==> src/rtl/core/gma_pkg.sv <==
`default_nettype none
// ----------------------------------------------------------------------------
// gma_pkg
// Shared types and constants of the coolant gauge moving-average filter.
// ----------------------------------------------------------------------------
package gma_pkg;

  localparam int GMA_DEPTH = 10;
  localparam int SAMPLE_W  = 8;
  localparam int CFG_IDX_W = 2;

  // Register reset values.
  localparam logic [SAMPLE_W-1:0] RAW_OFFSET_RST = 8'd48;
  localparam logic [SAMPLE_W-1:0] BAND_LOW_RST   = 8'd80;
  localparam logic [SAMPLE_W-1:0] BAND_HIGH_RST  = 8'd105;
  localparam logic [SAMPLE_W-1:0] BAND_SHOW_RST  = 8'd85;

  // Gain curve above the band: floor(avg * 451 / 200) - 150.
  // The quotient by 200 is a multiply by a rounded-up reciprocal; for an
  // 8-bit average the error stays below one step, so the floor is exact.
  localparam int CURVE_NUM   = 451;
  localparam int CURVE_DEN   = 200;
  localparam int CURVE_SHIFT = 16;
  localparam int CURVE_MUL   = (CURVE_NUM * (2 ** CURVE_SHIFT) + CURVE_DEN - 1) / CURVE_DEN;
  localparam int CURVE_BIAS  = 150;

  typedef enum logic [CFG_IDX_W-1:0] {
    CFG_RAW_OFFSET = 2'd0,
    CFG_BAND_LOW   = 2'd1,
    CFG_BAND_HIGH  = 2'd2,
    CFG_BAND_SHOW  = 2'd3
  } cfg_reg_t;

  // Commands broadcast to every cell of the sample ring.
  typedef struct packed {
    logic wr;      // accepted beat with ignition on
    logic fill;    // ignition was off; with wr (off-to-on edge) every cell takes the sample
    logic rewind;  // accepted beat with ignition off: token back to cell 0
  } cell_ctl_t;

endpackage : gma_pkg
`default_nettype wire

==> src/rtl/core/gma_cell.sv <==
`default_nettype none
// ----------------------------------------------------------------------------
// gma_cell
// One slot of the sample ring with its share of the write token.
// ----------------------------------------------------------------------------
module gma_cell #(
  parameter bit FIRST = 1'b0
) (
  input  wire logic                         clk,
  input  wire logic                         rst_n,
  input  wire gma_pkg::cell_ctl_t           ctl,
  input  wire logic [gma_pkg::SAMPLE_W-1:0] sample,
  input  wire logic                         tok_in,
  output logic                              tok_out,
  output logic [gma_pkg::SAMPLE_W-1:0]      old
);
  import gma_pkg::*;

  logic                tok_r, tok_nxt;
  logic [SAMPLE_W-1:0] sample_r, sample_nxt;

  always_comb begin
    tok_nxt    = tok_r;
    sample_nxt = sample_r;
    if (ctl.rewind) begin
      tok_nxt = FIRST;
    end else if (ctl.wr) begin
      tok_nxt = tok_in;
      if (tok_r || ctl.fill) begin
        sample_nxt = sample;
      end
    end
  end

  always_ff @(posedge clk) begin
    if (!rst_n) begin
      tok_r    <= FIRST;
      sample_r <= '0;
    end else begin
      tok_r    <= tok_nxt;
      sample_r <= sample_nxt;
    end
  end

  assign tok_out = tok_r;
  // Only the cell holding the token shows its sample, so the ring can OR them.
  assign old     = tok_r ? sample_r : '0;

endmodule : gma_cell
`default_nettype wire

==> src/rtl/core/gma_map.sv <==
`default_nettype none
// ----------------------------------------------------------------------------
// gma_map
// Three-stage pipeline from ring sum to display value: average, band
// selection and gain curve, with the output register as last stage.
// ----------------------------------------------------------------------------
module gma_map #(
  parameter int DEPTH = gma_pkg::GMA_DEPTH
) (
  input  wire logic                                clk,
  input  wire logic                                rst_n,
  input  wire logic                                sum_valid,
  output logic                                     sum_take,
  input  wire logic                                sum_off,
  input  wire logic [$clog2(DEPTH*255+1)-1:0]      sum,
  input  wire logic [gma_pkg::SAMPLE_W-1:0]        band_low,
  input  wire logic [gma_pkg::SAMPLE_W-1:0]        band_high,
  input  wire logic [gma_pkg::SAMPLE_W-1:0]        band_show,
  output logic                                     out_valid,
  input  wire logic                                out_stall,
  output logic [gma_pkg::SAMPLE_W-1:0]             out_shown_temp
);
  import gma_pkg::*;

  localparam int SUM_W = $clog2(DEPTH * 255 + 1);
  // Rounded-up reciprocal of DEPTH; DIV_K is large enough that
  // (sum * RECIP) >> DIV_K equals floor(sum / DEPTH) for every ring sum.
  localparam int DIV_K    = $clog2(DEPTH * 255 * DEPTH);
  localparam int RECIP    = (2 ** DIV_K + DEPTH - 1) / DEPTH;
  localparam int P2_W     = SUM_W + DIV_K;
  localparam int CURVE_W  = $clog2(CURVE_MUL + 1);
  localparam int P3_W     = SAMPLE_W + CURVE_W;
  localparam int SCALED_W = P3_W - CURVE_SHIFT;

  typedef enum logic [1:0] {
    SEL_PASS  = 2'd0,
    SEL_BAND  = 2'd1,
    SEL_CURVE = 2'd2,
    SEL_OFF   = 2'd3
  } map_sel_t;

  logic en2, en3, en4;

  logic            v2_r, off2_r;
  logic [P2_W-1:0] prod2_r;

  logic                v3_r;
  map_sel_t            sel3_r, sel3_nxt;
  logic [SAMPLE_W-1:0] avg3_r;
  logic [P3_W-1:0]     prod3_r;
  logic [SAMPLE_W-1:0] avg;

  logic                v4_r;
  logic [SAMPLE_W-1:0] shown_r, shown_nxt;
  logic [SCALED_W-1:0] scaled;
  logic [SCALED_W-1:0] over;
  logic [SAMPLE_W-1:0] curve;

  assign en4      = !v4_r || !out_stall;
  assign en3      = !v3_r || en4;
  assign en2      = !v2_r || en3;
  assign sum_take = en2;

  // Stage 2: sum times reciprocal.
  always_ff @(posedge clk) begin
    if (!rst_n) begin
      v2_r <= 1'b0;
    end else if (en2) begin
      v2_r <= sum_valid;
    end
  end

  always_ff @(posedge clk) begin
    if (en2 && sum_valid) begin
      off2_r  <= sum_off;
      prod2_r <= P2_W'(sum) * P2_W'(RECIP);
    end
  end

  // Stage 3: average, band compare, curve product.
  assign avg = prod2_r[DIV_K +: SAMPLE_W];

  always_comb begin
    if (off2_r) begin
      sel3_nxt = SEL_OFF;
    end else if (avg >= band_low && avg <= band_high) begin
      sel3_nxt = SEL_BAND;
    end else if (avg > band_high) begin
      sel3_nxt = SEL_CURVE;
    end else begin
      sel3_nxt = SEL_PASS;
    end
  end

  always_ff @(posedge clk) begin
    if (!rst_n) begin
      v3_r <= 1'b0;
    end else if (en3) begin
      v3_r <= v2_r;
    end
  end

  always_ff @(posedge clk) begin
    if (en3 && v2_r) begin
      sel3_r  <= sel3_nxt;
      avg3_r  <= avg;
      prod3_r <= P3_W'(avg) * P3_W'(CURVE_MUL);
    end
  end

  // Stage 4: curve offset with saturation, final selection.
  assign scaled = prod3_r[CURVE_SHIFT +: SCALED_W];
  assign over   = scaled - SCALED_W'(CURVE_BIAS);

  always_comb begin
    if (scaled <= SCALED_W'(CURVE_BIAS)) begin
      curve = '0;
    end else if (over > SCALED_W'(255)) begin
      curve = '1;
    end else begin
      curve = over[SAMPLE_W-1:0];
    end
  end

  always_comb begin
    unique case (sel3_r)
      SEL_PASS:  shown_nxt = avg3_r;
      SEL_BAND:  shown_nxt = band_show;
      SEL_CURVE: shown_nxt = curve;
      SEL_OFF:   shown_nxt = '0;
      default:   shown_nxt = '0;
    endcase
  end

  always_ff @(posedge clk) begin
    if (!rst_n) begin
      v4_r <= 1'b0;
    end else if (en4) begin
      v4_r <= v3_r;
    end
  end

  always_ff @(posedge clk) begin
    if (en4 && v3_r) begin
      shown_r <= shown_nxt;
    end
  end

  assign out_valid      = v4_r;
  assign out_shown_temp = shown_r;

endmodule : gma_map
`default_nettype wire

==> src/rtl/core/gauge_moving_average_map.sv <==
`default_nettype none
// Throughput: one beat per cycle unless out_stall holds the pipeline; the
//   ring of cells and the running sum update in the accept cycle, sum1_r
//   registers the sum, then the average and mapping run in three stages.
// Reset (synchronous, rst_n low): ring cleared to zero, write token at cell 0,
//   running sum zero, registers to their defaults, pipeline emptied.
// ----------------------------------------------------------------------------
// gauge_moving_average_map
// Coolant gauge filter: a ring of sample cells with a running sum, followed
// by the averaging and display mapping pipeline.
// ----------------------------------------------------------------------------
module gauge_moving_average_map #(
  parameter int DEPTH = gma_pkg::GMA_DEPTH
) (
  input  wire logic                          clk,
  input  wire logic                          rst_n,
  input  wire logic                          in_valid,
  output logic                               in_stall,
  input  wire logic [gma_pkg::SAMPLE_W-1:0]  in_raw_temp,
  input  wire logic                          in_ign_on,
  input  wire logic                          in_ign_was_on,
  output logic                               out_valid,
  input  wire logic                          out_stall,
  output logic [gma_pkg::SAMPLE_W-1:0]       out_shown_temp,
  input  wire logic                          cfg_wr_en,
  input  wire logic [gma_pkg::CFG_IDX_W-1:0] cfg_index,
  input  wire logic [gma_pkg::SAMPLE_W-1:0]  cfg_data
);
  import gma_pkg::*;

  localparam int SUM_W = $clog2(DEPTH * 255 + 1);

  logic [SAMPLE_W-1:0] raw_offset_r, band_low_r, band_high_r, band_show_r;

  logic                accept;
  logic [SAMPLE_W-1:0] sample;
  cell_ctl_t           ctl;
  logic [DEPTH-1:0]    tok;
  logic [SAMPLE_W-1:0] cell_old [DEPTH];
  logic [SAMPLE_W-1:0] old;

  logic [SUM_W-1:0] ring_sum_r, ring_sum_nxt;

  logic             v1_r, off1_r;
  logic [SUM_W-1:0] sum1_r;
  logic             en1, take;

  // Configuration registers.
  always_ff @(posedge clk) begin
    if (!rst_n) begin
      raw_offset_r <= RAW_OFFSET_RST;
      band_low_r   <= BAND_LOW_RST;
      band_high_r  <= BAND_HIGH_RST;
      band_show_r  <= BAND_SHOW_RST;
    end else if (cfg_wr_en) begin
      unique case (cfg_reg_t'(cfg_index))
        CFG_RAW_OFFSET: raw_offset_r <= cfg_data;
        CFG_BAND_LOW:   band_low_r   <= cfg_data;
        CFG_BAND_HIGH:  band_high_r  <= cfg_data;
        CFG_BAND_SHOW:  band_show_r  <= cfg_data;
        default:        ;
      endcase
    end
  end

  assign en1      = !v1_r || take;
  assign in_stall = !en1;
  assign accept   = in_valid && en1;
  assign sample   = in_raw_temp - raw_offset_r;

  assign ctl.wr     = accept && in_ign_on;
  assign ctl.fill   = !in_ign_was_on;
  assign ctl.rewind = accept && !in_ign_on;

  // The write token travels around the ring; the last cell feeds the first.
  for (genvar i = 0; i < DEPTH; i++) begin : g_cell
    gma_cell #(
      .FIRST (i == 0)
    ) u_cell (
      .clk     (clk),
      .rst_n   (rst_n),
      .ctl     (ctl),
      .sample  (sample),
      .tok_in  (tok[(i + DEPTH - 1) % DEPTH]),
      .tok_out (tok[i]),
      .old     (cell_old[i])
    );
  end

  always_comb begin
    old = '0;
    for (int i = 0; i < DEPTH; i++) begin
      old = old | cell_old[i];
    end
  end

  always_comb begin
    ring_sum_nxt = ring_sum_r;
    if (ctl.wr) begin
      if (ctl.fill) begin
        ring_sum_nxt = SUM_W'(SUM_W'(sample) * SUM_W'(DEPTH));
      end else begin
        ring_sum_nxt = ring_sum_r - SUM_W'(old) + SUM_W'(sample);
      end
    end
  end

  always_ff @(posedge clk) begin
    if (!rst_n) begin
      ring_sum_r <= '0;
      v1_r       <= 1'b0;
    end else begin
      ring_sum_r <= ring_sum_nxt;
      if (en1) begin
        v1_r <= in_valid;
      end
    end
  end

  always_ff @(posedge clk) begin
    if (accept) begin
      off1_r <= !in_ign_on;
      sum1_r <= ring_sum_nxt;
    end
  end

  gma_map #(
    .DEPTH (DEPTH)
  ) u_map (
    .clk            (clk),
    .rst_n          (rst_n),
    .sum_valid      (v1_r),
    .sum_take       (take),
    .sum_off        (off1_r),
    .sum            (sum1_r),
    .band_low       (band_low_r),
    .band_high      (band_high_r),
    .band_show      (band_show_r),
    .out_valid      (out_valid),
    .out_stall      (out_stall),
    .out_shown_temp (out_shown_temp)
  );

endmodule : gauge_moving_average_map
`default_nettype wire

==> config.mk <==
export PLATFORM = sky130hd
export DESIGN_NAME = gauge_moving_average_map
export DESIGN_NICKNAME = d
export VERILOG_FILES = /design/src/rtl/core/gma_pkg.sv /design/src/rtl/core/gma_cell.sv /design/src/rtl/core/gma_map.sv /design/src/rtl/core/gauge_moving_average_map.sv
export SDC_FILE = /design/constraint.sdc
export NUM_CORES = 1
export LEC_CHECK = 0
export BUFFER_PORTS_ARGS = -buffer_cell sky130_fd_sc_hd__buf_2
export CAP_MARGIN = 20
export CORE_ASPECT_RATIO = 1.2
export CORE_MARGIN = 1
export CORE_UTILIZATION = 60
export CTS_CLUSTER_SIZE = 8
export DETAILED_ROUTE_END_ITERATION = 6
export GPL_TIMING_DRIVEN = 0
export PLACE_DENSITY = 0.77
export SETUP_SLACK_MARGIN = 0.2
export SYNTH_ARGS = -nofsm -noshare
export SYNTH_HDL_FRONTEND = slang
export SYNTH_SLANG_ARGS = --single-unit
==> constraint.sdc <==
create_clock -name clk -period 11 [get_ports clk]
set_input_delay 2.75 -clock clk [delete_from_list [all_inputs] [get_ports clk]]
set_output_delay 2.75 -clock clk [all_outputs]
set_load 0.01 [all_outputs]
== After elaboration in Yosys (flattened, before gate mapping) ==
Cells that the tools add are included.
Widths: inputs -> output; s select.
Storage, ports and cells
  bits in registers: 216
  input port bits: 25
  output and inout port bits: 10
  word-level logic and storage cells: 131
Operators by class
  add/sub/neg operators: 4
  $mul: 3
  order comparisons: 5
  equality and inequality tests: 6
  muxes and demuxes: 17
  bitwise operators: 11
  reduce and logical (&&, ||, !) cells: 47
Operators with widths (count)
  $mux 8: 12
  $or 8x8->8: 9
  $pmux 8 s4: 1
  $reduce_and 3->1: 10
  $mux 12: 2
  $mul 12x12->23 const B: 1
  $mul 8x15->23 const B: 1
  $logic_or 1x1->1: 14
  $add 12x8->12: 1
  $sub 12x8->12: 1
  $mul 8x3->11 const B: 1
  $gt 10x8->1 const B: 1
  $le 10x8->1 const B: 1
  $sub 10x8->10 const B: 1
  $eq 2x2->1 const B: 4
  $ge 8x8->1: 1
  $gt 8x8->1: 1
  $le 8x8->1: 1
  $logic_not 1->1: 8
  $reduce_and 2->1: 4
  $sub 8x8->8: 1
  $logic_and 1x1->1: 7
  $eq 2x1->1 const B: 2
  $logic_not 2->1: 2
  3 further kinds: 6

== Logic depth before layout (Yosys ltp) ==
Gate-level depths: netlist of the first run.
  word-level depth: 14
  gate-level depth with buffers: 18
  depth with buffers taken out: 16

== Cells and area by module ==
Synthesis of the first run repeated with hierarchy kept, for this count alone.
Unflattened totals
  cells, all modules: 1439
  area total of the unflattened synthesis: 13462.9 um^2
By module, submodules not included
  gma_map: times used 1, cells an instance 511, area each 5356.4 um^2, sequential area each 1171.1 um^2
  gma_cell: times used 10, cells an instance 48, area each 437.9 um^2, sequential area each 180.2 um^2
  gauge_moving_average_map: times used 1, cells an instance 448, area each 3727.3 um^2, sequential area each 1291.2 um^2

== Worst setup path before layout of the first run ==
OpenSTA, ideal clock, no wires.
  kind: input port to flip-flop
  from: input in_raw_temp[1] (netlist name)
  to: register sum1_r[10] (data pin)
  library setup time: 267 ps
  data arrival time: 6258 ps
  required time: 10733 ps
  slack: 4476 ps
  cell stages on the path: 17
  buffers on the path: 2
  cell sequence: ha_1 nor2b_1 o2111a_2 o41ai_4 nand2_1 xnor2_2 buf_6 inv_2 fa_1 ha_1 buf_6 a21o_1 a21o_1 or3_1 mux2_2 a32oi_1 o21ai_1
Between the ends
  word-level cells in the longest chain between the ends: 4
  elaborated cells between the ends (all ways): 5
  classes of those cells: 2 x add/sub; 1 x mul; 2 x mux
RTL lines
  start: declaration: line gauge_moving_average_map.sv:19  | input wire logic [gma_pkg::SAMPLE_W-1:0] in_raw_temp,
  $sub 8x8->8 (*): line gauge_moving_average_map.sv:69  | assign sample = in_raw_temp - raw_offset_r;
  net g_cell[0].u_cell.sample (one bit): line gma_cell.sv:12  | input wire logic [gma_pkg::SAMPLE_W-1:0] sample,
  $mul 8x3->11 or $add 12x8->12 (tied branches): line gauge_moving_average_map.sv:101, gauge_moving_average_map.sv:103
  $mux 12 (*): line gauge_moving_average_map.sv:100  | if (ctl.fill) begin
  $mux 12 (*): line gauge_moving_average_map.sv:99  | if (ctl.wr) begin
  net ring_sum_nxt[10]: line gauge_moving_average_map.sv:42  | logic [SUM_W-1:0] ring_sum_r, ring_sum_nxt;
  end signal: assignment: line gauge_moving_average_map.sv:123  | sum1_r <= ring_sum_nxt;
  end: declaration: line gauge_moving_average_map.sv:45  | logic [SUM_W-1:0] sum1_r;
Mark *: on every way through the listed nets, which the timed path passes. The rest lies on a longest branch.
A chain may end at the register's enable or synchronous reset.

== Worst setup path in the final report of the first run ==
  from: input in_raw_temp[0] (netlist name)
  to: register sum1_r[10] (data pin)
Same word-level chain as after synthesis.

==> results.tsv, run 1 <==
stage	metric	value	unit
routing	metal3 WL	1300	um
power	leakage	6.01	nW
yosys	post-synthesis async set-or-reset flop share	0	
routing	Initial DRC Count	613	
critical_path	CP Buf/Inv Count	4	
power	P per Cell Area	278	nW/um2
routing	routed vias/inst	5.93	
layout	layout net count	1672	
die	site row count	58	
sta	WHS	0.446	ns
sta	slew at the pin with the worst max-slew slack	0.984	ns
sta	final setup skew	0.0108	ns
sta	Final Critical Period	6.92	ns
critical_path	CP Cell Sequence	buf_2 > inv_1 > ha_1 > inv_1 > fa_1 > a21o_1 > a21oi_1 > xnor2_1 > clkbuf_1 > ha_1 > fa_1 > a211oi_2 > nor2_1 > o31ai_1 > nor3_1 > a2111oi_2 > o21ai_1	
critical_path	crit-path max FO	12	
global_routing	grt ovf	0	
sta	fmax	0.145	GHz
critical_path	worst reg2reg startpoint	sum1_r[5]$_DFFE_PP_	
place	gpl congestion	0.908	
yosys	Post-Syn Instances	1367	
sta	setup ws final	4.08	ns
critical_path	Worst R2R Setup Slack	5.75	ns
clock_tree	clock slew at reported path FFs	0.07	ns
critical_path	CP top delay family	compound AO/OA/AOI/OAI gates	
min_path	HP Start	off1_r$_DFFE_PP_	
yosys	Synth top area share	0.216	
die	core box area	20900	um2
die	# IOs	35	
sta	max-slew violation count	0	
yosys	dominant cells by area after synthesis	dfxtp_1, ha_1, edfxtp_1, fa_1, nand2_1	
global_routing	initial antenna violation count	0	
global_routing	Tot GR Track Use	0.291	
critical_path	Critical Path End Type	flop	
die	Die Span Y	162	um
place	pre-CTS setup slack	3.67	ns
global_routing	first-pass GRT wire length	49600	um
sta	Final Hold Viols	0	
routing	Residual DRC	0	
die	die width	135	um
yosys	syn avg cell area	9.34	um2
clock_tree	CTS max path bufs	2	
layout	share of layout cells above drive strength 1	0.0830	
sta	period utilization	0.629	
layout	final core utilization	0.663	
yosys	area of the mapped netlist	12800	um2
sta	Rel. slew slack	0.341	
yosys	Seq/Total Area, Yosys	0.334	
flow_run	Max-cap violations	0	
run_status	status	completed	
clock_tree	Post-CTS Resized	0	
sta	RSZ-0062 raised after global routing	false	
min_path	hold endpoint	u_map.off2_r$_DFFE_PP_	
yosys	syn_nets	1619	
clock_tree	Post-CTS Hold Buffers	0	
clock_tree	H-tree Lvls	4	
sta	final setup fails	0	
routing	DR WL met2	15000	um
place	port bufs	33	
power	Max rail drop VDD	208	uV
min_path	Hold Crit Class	reg2reg	
routing	ANT nets after route	0	
critical_path	crit start category	input port	
layout	Synth-to-Final Area Change	8.50	%
critical_path	crit path kind	in2reg	
clock_tree	post-CTS setup buffer count	0	
routing	1st-pass router iterations	5	
yosys	Yosys reg bits	188	
die	total die area	21900	um2
routing	Max Used Layer	met4	
layout	FILL cells	1689	
yosys	post-synthesis cell type count	72	
clock_tree	root buffer cell	clkbuf_16	
routing	Via Count	10104	
yosys	top-count cell post-synth	ha_1	
yosys	Top FF cell, synth	dfxtp_1	
routing	met1 WL	12700	um
routing	post-DR wirelength/cell	17.8	um
critical_path	critical path data required time	11.16	ns
clock_tree	CTS tree	yes	
layout	antenna cells	0	
clock_tree	Skew-Pair Late Insertion Delay	0.44	ns
yosys	Synth warnings	0	
yosys	number of synthesized flops with an enable pin	50	
critical_path	Reg2Reg Depth	16	
die	initial core utilization	0.611	
yosys	top cells by count, synth	ha_1, nand2_1, dfxtp_1	
critical_path	Worst Path Arrival	7.08	ns
power	total power	3.85	mW
sta	setup TNS	0	ns
clock_tree	CTS Buf Count	17	
global_routing	largest net degree at the start of global routing	21	
place	Post-DP HPWL	23500	um
global_routing	vias in the first global route	10001	
critical_path	Worst path slowest cell	clkbuf_1	
min_path	Hold Path Stages	0	
critical_path	reg2reg end	u_map.prod2_r[22]$_DFFE_PP_	
routing	Final Routed Wirelength	30300	um
clock_tree	Sink Count	188	
critical_path	CP peak stage delay	0.65	ns
yosys	leading area contributor after synthesis	dfxtp_1	
-- worst max path at each step --
stage	start	endpoint	slack, ns	cells past startpoint
floorplan	in_raw_temp[1]	sum1_r[10]$_DFFE_PP_	4.48	17
global placement	in_raw_temp[1]	sum1_r[10]$_DFFE_PP_	3.70	18
CTS	in_raw_temp[1]	sum1_r[10]$_DFFE_PP_	4.14	18
detailed placement	in_raw_temp[0]	sum1_r[10]$_DFFE_PP_	3.67	17
global route	in_raw_temp[0]	sum1_r[10]$_DFFE_PP_	3.84	17
finish	in_raw_temp[0]	sum1_r[10]$_DFFE_PP_	4.08	17
-- routing by layer --
metal  track usage  vias to the layer above
met5             0                        -
li1              -                     4919
met3        0.0384                       88
met1         0.350                     4822
met4         0.142                        0
met2         0.510                      275
-- cell type report --
class | instances | area [um2] | share of cell area
Clock inverter | 14 | 145 | 0.0105
Timing Repair Buffer | 34 | 170 | 0.0123
Inverter | 132 | 495 | 0.0358
Sequential cell | 188 | 4260 | 0.308
Tap cell | 270 | 338 | 0.0244
Clock buffer | 18 | 429 | 0.0310
Multi-Input combinational cell | 986 | 7730 | 0.558
Buffer | 61 | 275 | 0.0199
-- cells in the final DEF, fill, tap and decap left out, drive strengths merged, types with 26 or more instances in the layout --
cell    count
ha        176
nand2     165
inv       140
dfxtp     138
a21oi      91
nor2       89
o21ai      68
buf        58
clkbuf     55
fa         51
edfxtp     50
a211oi     46
o21a       28
xnor2      26
-- flip-flops by register name, summed over array words and instances, names as in the netlist, 2 cells and up --
register / count
g_cell.u_cell.tok_out: 10
u_map.avg3_r: 8
u_map.sel3_r: 2
raw_offset_r: 8
band_show_r: 8
band_low_r: 8
band_high_r: 8
u_map.prod3_r: 10
sum1_r: 12
ring_sum_r: 12
u_map.prod2_r: 8
g_cell.u_cell.sample_r: 80
u_map.out_shown_temp: 8
-- power breakdown --
group,internal (mW),total (mW),switching (mW)
Combinational,1.01,2.29,1.27
Sequential,0.865,0.958,0.0929
Clock,0.303,0.609,0.305
Total,2.18,3.85,1.67
-- cell families (layout without fill, tap and decap cells) --
family                     Yosys count  in the layout  share of synthesized area
AOI/OAI and AO/OA                  339            339                      0.184
and+or+nand+nor                    365            365                      0.129
DFF                                188            188                      0.334
xor gates and xnor gates            34             34                     0.0239
adders and majority gates          227            227                      0.252
buffers and inverters              193            259                     0.0604
muxes                               21             21                     0.0166
-- through the flow --
step	std cells	area, um2
final	1703	13800
after detailed placement	1670	13300
after CTS	1702	13800
after floorplan	1367	12800
after global placement	1670	13300
after global routing	1703	13800
Note: power is estimated with default switching activity, not from simulation.
==> run 2: changes to the inputs <==
--- a/config.mk
+++ b/config.mk
@@ -9,11 +9,11 @@
 export CAP_MARGIN = 20
 export CORE_ASPECT_RATIO = 1.2
 export CORE_MARGIN = 1
-export CORE_UTILIZATION = 60
+export CORE_UTILIZATION = 58
 export CTS_CLUSTER_SIZE = 8
 export DETAILED_ROUTE_END_ITERATION = 6
 export GPL_TIMING_DRIVEN = 0
-export PLACE_DENSITY = 0.77
+export PLACE_DENSITY = 0.78
 export SETUP_SLACK_MARGIN = 0.2
 export SYNTH_ARGS = -nofsm -noshare
 export SYNTH_HDL_FRONTEND = slang
==> constraint.sdc (replaced) <==
create_clock -name clk -period 5.9 [get_ports clk]
set_input_delay 1.475 -clock clk [delete_from_list [all_inputs] [get_ports clk]]
set_output_delay 1.475 -clock clk [all_outputs]
set_load 0.01 [all_outputs]
==> results.tsv, run 2 (synthesis gave the netlist of run 1 again) <==
stage	metric	value	unit	change
run_status	status	complete, but fails checks		was completed
run_status	failing checks	DRC		
critical_path	crit path kind	in2reg		unchanged
layout	largest register by flop count	g_cell.u_cell.sample_r		unchanged
clock_tree	H-tree Lvls	4		unchanged
layout	number of flip-flops in the largest register	80		unchanged
place	port bufs	33		unchanged
place	Post-DP HPWL	23300	um	was 23500 um
die	core box area	21600	um2	was 20900 um2
power	sequential share of power	0.245		was 0.249
clock_tree	Skew-Pair Late Insertion Delay	0.45	ns	was 0.44 ns
sta	slew at the pin with the worst max-slew slack	0.993	ns	was 0.984 ns
clock_tree	CTS tree	yes		unchanged
routing	1st-pass router iterations	7		was 5
clock_tree	Post-CTS Hold Buffers	0		unchanged
flow_run	Max-cap violations	0		unchanged
sta	fmax	0.180	GHz	
critical_path	Worst Path Arrival	5.69	ns	was 7.08 ns
layout	final core utilization	0.644		was 0.663
global_routing	initial antenna violation count	0		unchanged
power	P per Cell Area	523	nW/um2	was 278 nW/um2
critical_path	Worst path slowest cell	fa_1		was clkbuf_1
routing	post-DR wirelength/cell	17.4	um	was 17.8 um
critical_path	crit-path max FO	10		was 12
sta	Final Hold Viols	0		unchanged
clock_tree	CTS Buf Count	17		unchanged
sta	final setup skew	0.0165	ns	was 0.0108 ns
global_routing	Tot GR Track Use	0.272		was 0.291
power	Psw	3.18	mW	was 1.67 mW
die	initial core utilization	0.590		was 0.611
sta	final setup fails	0		unchanged
sta	Final Critical Period	5.54	ns	
layout	share of layout cells above drive strength 1	0.0857		was 0.0830
power	leakage	6.04	nW	was 6.01 nW
global_routing	grt ovf	0		unchanged
global_routing	vias in the first global route	9760		was 10001
sta	RSZ-0062 raised after global routing	false		unchanged
critical_path	CP Cell Sequence	buf_2 > ha_1 > nor2b_1 > o2111a_2 > o41ai_4 > buf_4 > nand2_1 > xnor2_4 > buf_6 > inv_2 > fa_1 > ha_1 > buf_6 > a21o_1 > a21o_1 > or3_1 > mux2_2 > a32oi_1 > o21ai_1		was buf_2 > inv_1 > ha_1 > inv_1 > fa_1 > a21o_1 > a21oi_1 > xnor2_1 > clkbuf_1 > ha_1 > fa_1 > a211oi_2 > nor2_1 > o31ai_1 > nor3_1 > a2111oi_2 > o21ai_1
sta	Rel. slew slack	0.335		was 0.341
power	total power	7.29	mW	was 3.85 mW
die	Die Span Y	165	um	was 162 um
layout	layout net count	1674		was 1672
clock_tree	clock slew at reported path FFs	0.08	ns	was 0.07 ns
layout	antenna cells	0		unchanged
clock_tree	root buffer cell	clkbuf_16		unchanged
routing	Final Routed Wirelength	29800	um	was 30300 um
die	# IOs	35		unchanged
clock_tree	Sink Count	188		unchanged
die	die width	137	um	was 135 um
power	Switching Share	0.436		was 0.434
sta	period utilization	0.939		
power	P_int	4.11	mW	was 2.18 mW
clock_tree	CTS max path bufs	2		unchanged
critical_path	critical path data required time	6.05	ns	was 11.16 ns
global_routing	first-pass GRT wire length	47700	um	was 49600 um
die	site row count	59		was 58
layout	most frequent cells in the layout	ha_1, nand2_1, dfxtp_1		unchanged
global_routing	largest net degree at the start of global routing	22		was 21
place	gpl congestion	0.899		was 0.908
layout	Top Registers	g_cell.u_cell.sample_r: 80 flops, ring_sum_r: 12 flops, sum1_r: 12 flops		unchanged
critical_path	crit start category	input port		unchanged
routing	Initial DRC Count	792		was 613
routing	Via Count	10123		was 10104
layout	most common cell after layout, fill and taps aside	ha_1		unchanged
power	Max rail drop VDD	334	uV	was 208 uV
layout	FILL cells	1721		was 1689
routing	Residual DRC	2		was 0
sta	WHS	0.438	ns	was 0.446 ns
die	total die area	22600	um2	was 21900 um2
routing	ANT nets after route	0		unchanged
critical_path	CP peak stage delay	0.42	ns	was 0.65 ns
layout	Synth-to-Final Area Change	9.08	%	was 8.50%
power	Clock power frac	0.161		was 0.158
routing	routed vias/inst	5.92		was 5.93
sta	max-slew violation count	0		unchanged
critical_path	Critical Path End Type	flop		unchanged
min_path	Hold Crit Class	reg2reg		unchanged
power	Comb pwr share	0.594		about the same
==> run 2: per-layer routing <==
metal	global-route usage	up-vias	wire [um]	share of wire
li1	-	4918	-	-
met1	0.332	4858	12500	0.42
met2	0.482	276	15000	0.50
met3	0.0282	71	1280	0.043
met4	0.119	0	1040	0.035
met5	0	-	0	0
==> run 2: power by group through the flow <==
| stage | clock network, mW | registers, mW | logic, mW |
|---|---|---|---|
| floorplan | 0 | 1.74 | 3.36 |
| global placement | 0 | 1.80 | 4.07 |
| detailed placement | 0 | 1.81 | 4.28 |
| CTS | 1.18 | 1.78 | 4.35 |
| global route | 1.24 | 1.80 | 4.94 |
| finish | 1.18 | 1.78 | 4.33 |
==> run 2: per-stage QoR <==
step	worst slack (ns)	instance area (um2)	setup TNS (ns)	cells
final	0.360	13900	0	1709
after global placement	-0.133	13300	-0.133	1674
after CTS	0.251	13900	0	1706
after detailed placement	-0.203	13300	-0.219	1674
after global routing	0.226	13900	0	1709
after floorplan	0.651	12800	0	1367
==> run 2: timing repair <==
action	4_1_cts	5_1_grt
setup endpoints to repair	0	2
gates resized for setup	0	5
buffers inserted	0	2
==> run 2: area by class of cell <==
cell class                 count  area, um2  area share
inverter                     132        495      0.0356
clock inverter                15        189      0.0136
clock buffer                  17        425      0.0306
timing repair buffer          36        185      0.0133
buffer                        61        278      0.0199
sequential                   188       4260       0.306
tap                          274        343      0.0246
multi-input combinational    986       7740       0.556
==> run 2: critical path: cells and delay by family <==
kind | cells | cell delay, ns
adder cells (fa/ha/maj) | 3 | 1.00
AND/OR/NAND/NOR | 3 | 0.63
AO/OA/AOI/OAI | 6 | 1.22
XOR/XNOR | 1 | 0.29
buffers and inverters | 5 | 0.75
multiplexers | 1 | 0.31
==> run 2: worst paths after layout <==
| kind | from | to | slack, ns | cells after the start |
|---|---|---|---|---|
| min reg2reg | off1_r$_DFFE_PP_ | u_map.off2_r$_DFFE_PP_ | 0.44 | 0 |
| max reg2reg | sum1_r[6]$_DFFE_PP_ | u_map.prod2_r[22]$_DFFE_PP_ | 0.73 | 16 |
| min | off1_r$_DFFE_PP_ | u_map.off2_r$_DFFE_PP_ | 0.44 | 0 |
| max | in_raw_temp[1] | sum1_r[10]$_DFFE_PP_ | 0.36 | 19 |
